**src/hw/rtl/sonf_pkg.sv**
```systemverilog
package sonf_pkg;

	// Sample format and the guard bits kept on stored outputs.
	localparam int SAMPLE_W = 16;
	localparam int GUARD_W  = (SAMPLE_W <= 24) ? 8 : (32 - SAMPLE_W);
	localparam int Y_W      = SAMPLE_W + GUARD_W;

	// Coefficients are unsigned Q8.16; the multiplier's coefficient operand is
	// signed and wide enough for 2(a-8).
	localparam int COEF_W  = 24;
	localparam int DEN_W   = COEF_W + 1;
	localparam int CMUL_W  = COEF_W + 2;
	localparam int PROD_W  = CMUL_W + Y_W;
	localparam int ACC_W   = PROD_W + 2;
	localparam int GAIN_W  = Y_W + 6;
	localparam int DIV_CNT_W = $clog2(Y_W);

	// Configuration register indexes and reset values.
	localparam int CFG_IDX_W = 2;
	localparam logic [CFG_IDX_W-1:0] CFG_ALPHA = CFG_IDX_W'(0);
	localparam logic [CFG_IDX_W-1:0] CFG_BETA  = CFG_IDX_W'(1);
	localparam logic [COEF_W-1:0] ALPHA_RST = COEF_W'(268716);
	localparam logic [COEF_W-1:0] BETA_RST  = COEF_W'(133130);

	// Constants of the filter equation.
	localparam logic signed [CMUL_W-1:0] EIGHT_Q16 = CMUL_W'(524288);
	localparam logic signed [5:0] OUT_GAIN = 6'sd20;
	localparam int RND = (1 << GUARD_W) >> 1;

	// Saturation limits.
	localparam logic signed [Y_W-1:0] Y_MAX = {1'b0, {(Y_W-1){1'b1}}};
	localparam logic signed [Y_W-1:0] Y_MIN = {1'b1, {(Y_W-1){1'b0}}};
	localparam logic [Y_W-1:0] Q_HALF = {1'b1, {(Y_W-1){1'b0}}};
	localparam logic signed [SAMPLE_W-1:0] SMP_MAX = {1'b0, {(SAMPLE_W-1){1'b1}}};
	localparam logic signed [SAMPLE_W-1:0] SMP_MIN = {1'b1, {(SAMPLE_W-1){1'b0}}};

	// Multiply-accumulate step codes, one per term of the numerator.
	localparam int STEP_W = 3;
	localparam logic [STEP_W-1:0] STEP_X0 = STEP_W'(0);
	localparam logic [STEP_W-1:0] STEP_X1 = STEP_W'(1);
	localparam logic [STEP_W-1:0] STEP_X2 = STEP_W'(2);
	localparam logic [STEP_W-1:0] STEP_Y1 = STEP_W'(3);
	localparam logic [STEP_W-1:0] STEP_Y2 = STEP_W'(4);

endpackage

```
**src/hw/rtl/sonf_in_if.sv**
```systemverilog
interface sonf_in_if;
	logic valid;
	logic ready;
	logic signed [sonf_pkg::SAMPLE_W-1:0] sample_in;

	modport source (output valid, output sample_in, input ready);
	modport sink (input valid, input sample_in, output ready);
endinterface

```
**src/hw/rtl/sonf_out_if.sv**
```systemverilog
interface sonf_out_if;
	logic valid;
	logic ready;
	logic signed [sonf_pkg::SAMPLE_W-1:0] sample_out;

	modport source (output valid, output sample_out, input ready);
	modport sink (input valid, input sample_out, output ready);
endinterface

```
**src/hw/rtl/sonf_div.sv**
```systemverilog
// Restoring divider, one quotient bit per cycle. The caller guarantees that
// the quotient fits in Y_W bits.
module sonf_div (
	input  logic                        clk,
	input  logic                        arst_n,
	input  logic                        start,
	input  logic [sonf_pkg::ACC_W-1:0]  dividend,
	input  logic [sonf_pkg::DEN_W-1:0]  divisor,
	output logic                        last,
	output logic [sonf_pkg::Y_W-1:0]    quotient
);

	logic                            busy_q;
	logic [sonf_pkg::DIV_CNT_W-1:0]  cnt_q;
	logic [sonf_pkg::DEN_W-1:0]      rem_q;
	logic [sonf_pkg::DEN_W-1:0]      den_q;
	logic [sonf_pkg::Y_W-1:0]        quo_q;
	logic [sonf_pkg::DEN_W:0]        shifted;
	logic [sonf_pkg::DEN_W:0]        trial;
	logic                            fits;

	assign shifted = {rem_q, quo_q[sonf_pkg::Y_W-1]};
	assign trial   = shifted - {1'b0, den_q};
	assign fits    = !trial[sonf_pkg::DEN_W];
	assign last    = busy_q && (cnt_q == sonf_pkg::DIV_CNT_W'(sonf_pkg::Y_W - 1));
	assign quotient = quo_q;

	always_ff @(posedge clk or negedge arst_n) begin
		if (!arst_n) begin
			busy_q <= 1'b0;
			cnt_q  <= '0;
		end else if (start) begin
			busy_q <= 1'b1;
			cnt_q  <= '0;
		end else if (busy_q) begin
			cnt_q <= cnt_q + 1'b1;
			if (last) begin
				busy_q <= 1'b0;
			end
		end
	end

	always_ff @(posedge clk) begin
		if (start) begin
			rem_q <= dividend[sonf_pkg::Y_W +: sonf_pkg::DEN_W];
			quo_q <= dividend[sonf_pkg::Y_W-1:0];
			den_q <= divisor;
		end else if (busy_q) begin
			rem_q <= fits ? trial[sonf_pkg::DEN_W-1:0] : shifted[sonf_pkg::DEN_W-1:0];
			quo_q <= {quo_q[sonf_pkg::Y_W-2:0], fits};
		end
	end

endmodule

```
**src/hw/rtl/second_order_notch_filter_core.sv**
```systemverilog
// Sequence: after an input transfer the sample takes five passes through the shared
// 26x24 multiplier, then the dividend preparation, the 24-step serial divider and the
// output scaling; the divide is skipped when the denominator is zero or the quotient
// overflows. A new sample is taken only once the previous result is in the output register.
// Reset: coefficient registers return to their reset values, the sample and output
// history clears to zero, and no result is pending.
module second_order_notch_filter_core (
	input  logic                            clk,
	input  logic                            arst_n,
	input  logic                            cfg_we,
	input  logic [sonf_pkg::CFG_IDX_W-1:0]  cfg_index,
	input  logic [sonf_pkg::COEF_W-1:0]     cfg_data,
	sonf_in_if.sink                         samples,
	sonf_out_if.source                      filtered
);

	// Sequencer states. A sample moves through the multiply-accumulate passes,
	// the dividend preparation, the divide and the final scaling in turn.
	localparam logic [2:0] S_IDLE  = 3'd0;
	localparam logic [2:0] S_MUL   = 3'd1;
	localparam logic [2:0] S_DRAIN = 3'd2;
	localparam logic [2:0] S_PREP  = 3'd3;
	localparam logic [2:0] S_CHK   = 3'd4;
	localparam logic [2:0] S_DIV   = 3'd5;
	localparam logic [2:0] S_FIN   = 3'd6;
	localparam logic [2:0] S_OUT   = 3'd7;

	logic [2:0] state_q;

	// Coefficient registers.
	logic [sonf_pkg::COEF_W-1:0] alpha_q;
	logic [sonf_pkg::COEF_W-1:0] beta_q;

	// Filter history: current and two previous inputs, two previous outputs.
	logic signed [sonf_pkg::SAMPLE_W-1:0] x0_q;
	logic signed [sonf_pkg::SAMPLE_W-1:0] x1_q;
	logic signed [sonf_pkg::SAMPLE_W-1:0] x2_q;
	logic signed [sonf_pkg::Y_W-1:0]      y1_q;
	logic signed [sonf_pkg::Y_W-1:0]      y2_q;

	// Per-sample derived coefficients, captured when the sample is taken.
	logic signed [sonf_pkg::CMUL_W-1:0] c1_q;
	logic signed [sonf_pkg::CMUL_W-1:0] c2_q;
	logic [sonf_pkg::DEN_W-1:0]         den_q;

	// Multiply-accumulate path.
	logic [sonf_pkg::STEP_W-1:0]        step_q;
	logic signed [sonf_pkg::CMUL_W-1:0] mul_coef;
	logic signed [sonf_pkg::Y_W-1:0]    mul_data;
	logic signed [sonf_pkg::PROD_W-1:0] mul_prod;
	logic signed [sonf_pkg::PROD_W-1:0] prod_s1;
	logic                               prod_v_s1;
	logic                               sub_s1;
	logic signed [sonf_pkg::ACC_W-1:0]  acc_q;
	logic signed [sonf_pkg::CMUL_W-1:0] alpha_ext;

	// Division and result shaping.
	logic                        neg_q;
	logic                        ovf_q;
	logic                        dzero_q;
	logic [sonf_pkg::ACC_W-1:0]  dvd_q;
	logic [sonf_pkg::ACC_W-1:0]  dvd_next;
	logic [sonf_pkg::DEN_W:0]    half_den;
	logic                        ovf_now;
	logic                        div_start;
	logic                        div_last;
	logic [sonf_pkg::Y_W-1:0]    div_quo;
	logic signed [sonf_pkg::Y_W-1:0] y_new;

	logic signed [sonf_pkg::GAIN_W-1:0]  gain;
	logic signed [sonf_pkg::GAIN_W-1:0]  gain_sh;
	logic signed [sonf_pkg::SAMPLE_W-1:0] out_next;
	logic                                out_valid_q;
	logic signed [sonf_pkg::SAMPLE_W-1:0] out_data_q;

	logic in_xfer;
	logic out_xfer;

	assign samples.ready       = (state_q == S_IDLE);
	assign in_xfer             = samples.valid && samples.ready;
	assign out_xfer            = out_valid_q && filtered.ready;
	assign filtered.valid      = out_valid_q;
	assign filtered.sample_out = out_data_q;

	assign alpha_ext = signed'(sonf_pkg::CMUL_W'(alpha_q));

	// Operand selection for the shared multiplier. Input samples enter the sum
	// scaled up by the guard bits so that they line up with stored outputs.
	always_comb begin
		case (step_q)
			sonf_pkg::STEP_X0: begin
				mul_coef = alpha_ext;
				mul_data = sonf_pkg::Y_W'(x0_q) <<< sonf_pkg::GUARD_W;
			end
			sonf_pkg::STEP_X1: begin
				mul_coef = c1_q;
				mul_data = sonf_pkg::Y_W'(x1_q) <<< sonf_pkg::GUARD_W;
			end
			sonf_pkg::STEP_X2: begin
				mul_coef = alpha_ext;
				mul_data = sonf_pkg::Y_W'(x2_q) <<< sonf_pkg::GUARD_W;
			end
			sonf_pkg::STEP_Y1: begin
				mul_coef = c1_q;
				mul_data = y1_q;
			end
			sonf_pkg::STEP_Y2: begin
				mul_coef = c2_q;
				mul_data = y2_q;
			end
			default: begin
				mul_coef = '0;
				mul_data = '0;
			end
		endcase
	end

	assign mul_prod = mul_coef * mul_data;

	// Rounded magnitude of the numerator as the dividend. For a negative sum,
	// -acc + den/2 equals ~acc + den/2 + 1, so a single wide add does it.
	assign half_den = {1'b0, den_q >> 1};
	assign dvd_next = (acc_q[sonf_pkg::ACC_W-1] ? ~acc_q : acc_q)
		+ sonf_pkg::ACC_W'(acc_q[sonf_pkg::ACC_W-1] ? half_den + 1'b1 : half_den);

	// The quotient fits Y_W bits exactly when the dividend is below den * 2^Y_W.
	assign ovf_now   = dvd_q >= (sonf_pkg::ACC_W'(den_q) << sonf_pkg::Y_W);
	assign div_start = (state_q == S_CHK) && !ovf_now && (den_q != '0);

	sonf_div u_div (
		.clk      (clk),
		.arst_n   (arst_n),
		.start    (div_start),
		.dividend (dvd_q),
		.divisor  (den_q),
		.last     (div_last),
		.quotient (div_quo)
	);

	// Signed, saturated quotient. A zero denominator gives zero.
	always_comb begin
		if (dzero_q) begin
			y_new = '0;
		end else if (neg_q) begin
			y_new = (ovf_q || (div_quo > sonf_pkg::Q_HALF)) ? sonf_pkg::Y_MIN
				: signed'(~div_quo + 1'b1);
		end else begin
			y_new = (ovf_q || (div_quo > sonf_pkg::Y_W'(sonf_pkg::Y_MAX))) ? sonf_pkg::Y_MAX
				: signed'(div_quo);
		end
	end

	// Output gain: y * 20, rounded back to sample precision, saturated.
	assign gain    = sonf_pkg::GAIN_W'(y1_q) * sonf_pkg::OUT_GAIN
		+ sonf_pkg::GAIN_W'(sonf_pkg::RND);
	assign gain_sh = gain >>> sonf_pkg::GUARD_W;

	always_comb begin
		if (gain_sh > sonf_pkg::GAIN_W'(sonf_pkg::SMP_MAX)) begin
			out_next = sonf_pkg::SMP_MAX;
		end else if (gain_sh < sonf_pkg::GAIN_W'(sonf_pkg::SMP_MIN)) begin
			out_next = sonf_pkg::SMP_MIN;
		end else begin
			out_next = gain_sh[sonf_pkg::SAMPLE_W-1:0];
		end
	end

	// Sequencer, history and control state.
	always_ff @(posedge clk or negedge arst_n) begin
		if (!arst_n) begin
			state_q     <= S_IDLE;
			alpha_q     <= sonf_pkg::ALPHA_RST;
			beta_q      <= sonf_pkg::BETA_RST;
			x1_q        <= '0;
			x2_q        <= '0;
			y1_q        <= '0;
			y2_q        <= '0;
			step_q      <= sonf_pkg::STEP_X0;
			prod_v_s1   <= 1'b0;
			out_valid_q <= 1'b0;
		end else begin
			if (cfg_we) begin
				unique case (cfg_index)
					sonf_pkg::CFG_ALPHA: alpha_q <= cfg_data;
					sonf_pkg::CFG_BETA:  beta_q  <= cfg_data;
					default: ;
				endcase
			end

			prod_v_s1 <= (state_q == S_MUL);

			// A new result may load in the same cycle as the old one transfers.
			if ((state_q == S_OUT) && (!out_valid_q || filtered.ready)) begin
				out_valid_q <= 1'b1;
			end else if (out_xfer) begin
				out_valid_q <= 1'b0;
			end

			unique case (state_q)
				S_IDLE: begin
					if (in_xfer) begin
						step_q  <= sonf_pkg::STEP_X0;
						state_q <= S_MUL;
					end
				end
				S_MUL: begin
					step_q <= step_q + 1'b1;
					if (step_q == sonf_pkg::STEP_Y2) begin
						state_q <= S_DRAIN;
					end
				end
				S_DRAIN: state_q <= S_PREP;
				S_PREP:  state_q <= S_CHK;
				S_CHK:   state_q <= div_start ? S_DIV : S_FIN;
				S_DIV: begin
					if (div_last) begin
						state_q <= S_FIN;
					end
				end
				S_FIN: begin
					x2_q    <= x1_q;
					x1_q    <= x0_q;
					y2_q    <= y1_q;
					y1_q    <= y_new;
					state_q <= S_OUT;
				end
				S_OUT: begin
					if (!out_valid_q || filtered.ready) begin
						state_q <= S_IDLE;
					end
				end
				default: state_q <= S_IDLE;
			endcase
		end
	end

	// Datapath registers.
	always_ff @(posedge clk) begin
		if (in_xfer) begin
			x0_q  <= samples.sample_in;
			c1_q  <= (alpha_ext - sonf_pkg::EIGHT_Q16) <<< 1;
			c2_q  <= alpha_ext - signed'(sonf_pkg::CMUL_W'(beta_q));
			den_q <= sonf_pkg::DEN_W'(alpha_q) + sonf_pkg::DEN_W'(beta_q);
			acc_q <= '0;
		end else if (prod_v_s1) begin
			acc_q <= sub_s1 ? acc_q - sonf_pkg::ACC_W'(prod_s1)
				: acc_q + sonf_pkg::ACC_W'(prod_s1);
		end

		prod_s1 <= mul_prod;
		sub_s1  <= (step_q == sonf_pkg::STEP_Y1) || (step_q == sonf_pkg::STEP_Y2);

		if (state_q == S_PREP) begin
			neg_q <= acc_q[sonf_pkg::ACC_W-1];
			dvd_q <= dvd_next;
		end

		if (state_q == S_CHK) begin
			ovf_q   <= ovf_now;
			dzero_q <= (den_q == '0);
		end

		if ((state_q == S_OUT) && (!out_valid_q || filtered.ready)) begin
			out_data_q <= out_next;
		end
	end

endmodule

```
**src/flat_wrapper.sv**
```systemverilog
// flat-port wrapper written by rule: the top's interface ports become plain ports
module second_order_notch_filter_core_flat 
  (clk, arst_n, cfg_we, cfg_index, cfg_data, samples_valid, samples_sample_in, samples_ready, filtered_valid, filtered_sample_out, filtered_ready);
  sonf_in_if samples_i ();
  sonf_out_if filtered_i ();
  input  logic clk;
  input  logic arst_n;
  input  logic cfg_we;
  input  logic [sonf_pkg::CFG_IDX_W-1:0] cfg_index;
  input  logic [sonf_pkg::COEF_W-1:0] cfg_data;
  input wire logic [$bits(samples_i.valid)-1:0] samples_valid;
  input wire logic [$bits(samples_i.sample_in)-1:0] samples_sample_in;
  output wire logic [$bits(samples_i.ready)-1:0] samples_ready;
  output wire logic [$bits(filtered_i.valid)-1:0] filtered_valid;
  output wire logic [$bits(filtered_i.sample_out)-1:0] filtered_sample_out;
  input wire logic [$bits(filtered_i.ready)-1:0] filtered_ready;
  assign samples_i.valid = samples_valid;
  assign samples_i.sample_in = samples_sample_in;
  assign samples_ready = samples_i.ready;
  assign filtered_valid = filtered_i.valid;
  assign filtered_sample_out = filtered_i.sample_out;
  assign filtered_i.ready = filtered_ready;
  second_order_notch_filter_core u_core (.clk(clk), .arst_n(arst_n), .cfg_we(cfg_we), .cfg_index(cfg_index), .cfg_data(cfg_data), .samples(samples_i), .filtered(filtered_i));
endmodule
```
**config.mk**
```make
export PLATFORM = sky130hd
export DESIGN_NAME = second_order_notch_filter_core_flat
export DESIGN_NICKNAME = d
export VERILOG_FILES = /design/src/hw/rtl/sonf_pkg.sv /design/src/hw/rtl/sonf_in_if.sv /design/src/hw/rtl/sonf_out_if.sv /design/src/hw/rtl/sonf_div.sv /design/src/hw/rtl/second_order_notch_filter_core.sv /design/src/flat_wrapper.sv
export SDC_FILE = /design/constraint.sdc
export NUM_CORES = 2
export LEC_CHECK = 0
export BUFFER_PORTS_ARGS = -buffer_cell sky130_fd_sc_hd__clkbuf_2
export CAP_MARGIN = 25
export CORE_UTILIZATION = 40
export CTS_CLUSTER_DIAMETER = 150
export DETAILED_ROUTE_END_ITERATION = 10
export HOLD_SLACK_MARGIN = 0.05
export PLACE_DENSITY_LB_ADDON = 0.25
export SKIP_LAST_GASP = 1
export SYNTH_ARGS = -nofsm -noshare
export SYNTH_HDL_FRONTEND = slang
export SYNTH_SLANG_ARGS = --single-unit
```
**constraint.sdc**
```tcl
create_clock -name clk -period 12.8 [get_ports clk]
set_input_delay 0 -clock clk [delete_from_list [all_inputs] [get_ports clk]]
set_output_delay 0 -clock clk [all_outputs]
set_load 0.01 [all_outputs]
```
==> results.json <==
{
  "grt_usage": 0.239,
  "die_w_um": 365,
  "place_inst": 7332,
  "cts_setup_buffers": 0,
  "async_reset_ff_frac": 0.296,
  "areaGrowthSynthToFinish_pct": 9.02,
  "wl_um": 157000,
  "required_ns": 13.42,
  "crit_top_cell": "fa_1",
  "critPathLaunchType": "flip-flop",
  "cts_hold_buf": 64,
  "place.gp.congestion": 0.959,
  "antenna_found_initial": 3,
  "wl_per_cell_um": 20.9,
  "cts-root-buf": "clkbuf_16",
  "grt_pass1_vias": 40100,
  "fin_crit_ns": 10.16,
  "skew_ns": 0.0672,
  "worstSkewPairLatency_ns": 0.69,
  "cp-end-kind": "flip-flop",
  "final_common_cell": "inv_1",
  "critPathMaxFanout": 25,
  "cts_buffer_depth": 3,
  "cts_tree": "built",
  "final_util": 0.442,
  "synth_fp_nets": 6769,
  "fin_area_um2": 57500,
  "drcViolationCount": 0,
  "hold_path_class": "primary input to flip-flop",
  "dpl_cell_area_um2": 54900,
  "diodes": 0,
  "yosysWarnings": 0,
  "fp.coreArea_um2": 130000,
  "final_cell_mix": "inv_1 (852), fa_1 (656), nand2_1 (654)",
  "netlist-cell-type-count": 91,
  "grt_pass1_wl_um": 243000,
  "syn_avg_cell_area_um2": 9.26,
  "maxSlewViolCount": 0,
  "critPathBufInv": 6,
  "cts_max_level": 2,
  "status": "completed",
  "slew_headroom": 0.250,
  "period_share": 0.793,
  "setup_viol": 0,
  "drv_cap": 0,
  "synth-main-ff-cell": "edfxtp_1",
  "die_area_um2": 133000,
  "synth_edf_count": 235,
  "nets": 6780,
  "crit_cells": 31,
  "overflow": 0,
  "synth-seq-cells": 480,
  "hold_path_depth": 2,
  "cp_slowest_cell": "nand2_1",
  "r2r_cells": 31,
  "cp_top_family": "adder cells",
  "postCtsResizedCells": 0,
  "final_cells": 7500,
  "synthesis.area_um2": 52800,
  "cts_buffers": 54,
  "tns_ns": 0,
  "die_h_um": 365,
  "rsz0062_at_grt": "no",
  "vias_per_cell": 5.39,
  "drive_above_1_share": 0.0702,
  "fill_cells": 12700,
  "fmax_ghz": 0.0985,
  "dp_hpwl_um": 126000,
  "ys_seq_area_frac": 0.240,
  "cts.sinks": 480,
  "drtPass1Iterations": 6,
  "netlist_instances": 5701,
  "crit_arrival_ns": 10.78,
  "num_rows": 132,
  "finalHoldViolations": 0,
  "grt_max_degree": 59,
  "clk_pin_slew_worst_paths_ns": 0.06,
  "critical-path-max-stage-delay_ns": 0.71,
  "io-pin-count": 65,
  "port_buffers": 64,
  "dr_total_vias": 40400,
  "worst-setup-path-type": "flip-flop to flip-flop",
  "drtIter0Drc": 3307,
  "worst_pin_slew_ns": 1.12,
  "ant_nets": 0,
  "initial_core_util": 0.405
}
==> final cells by class <==
cell class | instances | area, um2 | share of cell area
timing repair buffer | 193 | 1500 | 0.0261
inverter | 854 | 3210 | 0.0558
sequential | 480 | 12700 | 0.221
tap | 1742 | 2180 | 0.0379
clock buffer | 60 | 1380 | 0.0241
multi-input combinational | 4129 | 36000 | 0.626
clock inverter | 42 | 563 | 0.00979
==> cell usage after synthesis, types with 91 or more instances <==
cell | number | area share
dfxtp_1 | 103 | 0.039
o21ai_0 | 165 | 0.016
inv_1 | 852 | 0.061
fa_1 | 656 | 0.25
nand2_1 | 654 | 0.047
a21o_1 | 97 | 0.014
ha_1 | 365 | 0.087
xnor2_1 | 261 | 0.043
nor2_1 | 572 | 0.041
edfxtp_1 | 235 | 0.13
xor2_1 | 91 | 0.015
a21oi_1 | 221 | 0.021
clkbuf_1 | 211 | 0.015
mux2_2 | 103 | 0.022
dfrtp_1 | 130 | 0.062
==> metal layers <==
metal,GRT usage,vias up,share of wire
met5,0,-,0.00048
li1,-,18700,-
met2,0.383,1309,0.46
met3,0.0386,246,0.067
met4,0.0844,6,0.039
met1,0.325,20200,0.44
==> registers in the layout (all words and copies together) (netlist names), 24 cells and up <==
| register | flops |
|---|---|
| u_core.dvd_q | 52 |
| u_core.c2_q | 24 |
| u_core.y2_q | 24 |
| u_core.u_div.den_q | 25 |
| u_core.acc_q | 52 |
| u_core.prod_s1 | 50 |
| u_core.u_div.quotient | 24 |
| u_core.alpha_q | 24 |
| u_core.den_q | 25 |
| u_core.beta_q | 24 |
| u_core.c1_q | 25 |
| u_core.u_div.rem_q | 25 |
| u_core.y1_q | 24 |
==> path summary, 6_finish.rpt <==
| path | start | endpoint | slack (ns) |
|---|---|---|---|
| setup / recovery | u_core.step_q[0] | u_core.prod_s1[49] | 2.64 |
| hold / removal | samples_sample_in[15] | u_core.x0_q[15] | 0.08 |
| setup reg to reg | u_core.step_q[0] | u_core.prod_s1[49] | 2.64 |
| hold reg to reg | u_core.y2_q[23] | u_core.y2_q[23] | 0.51 |
| max in group asynchronous | arst_n | u_core.prod_v_s1 | 11.58 |
| min in group asynchronous | arst_n | u_core.u_div.cnt_q[2] | 0.45 |
==> cell families (layout without fill, tap and decap cells) <==
kind of cell / count (synthesis) / in the layout / synth area share
xor+xnor: 354 / 354 / 0.0590
simple gates: 1737 / 1737 / 0.147
compound gates: 849 / 849 / 0.105
mux: 168 / 168 / 0.0346
flops: 480 / 480 / 0.240
fa+ha+maj: 1021 / 1021 / 0.335
buf+inv: 1092 / 1149 / 0.0782
==> metrics by stage <==
| step | setup slack, ns | hold WS (ns) |
|---|---|---|
| 2_1_floorplan | 3.64 | -0.296 |
| 3_3_place_gp | 2.76 | -0.0602 |
| 3_5_place_dp | 2.72 | -0.0626 |
| 4_1_cts | 2.73 | 0.0510 |
| 5_1_grt | 2.07 | 0.0629 |
| 6_report | 2.64 | 0.0785 |
Power is not shown: default switching activity piles up to over one toggle a cycle in this logic, so the estimate is an artifact.
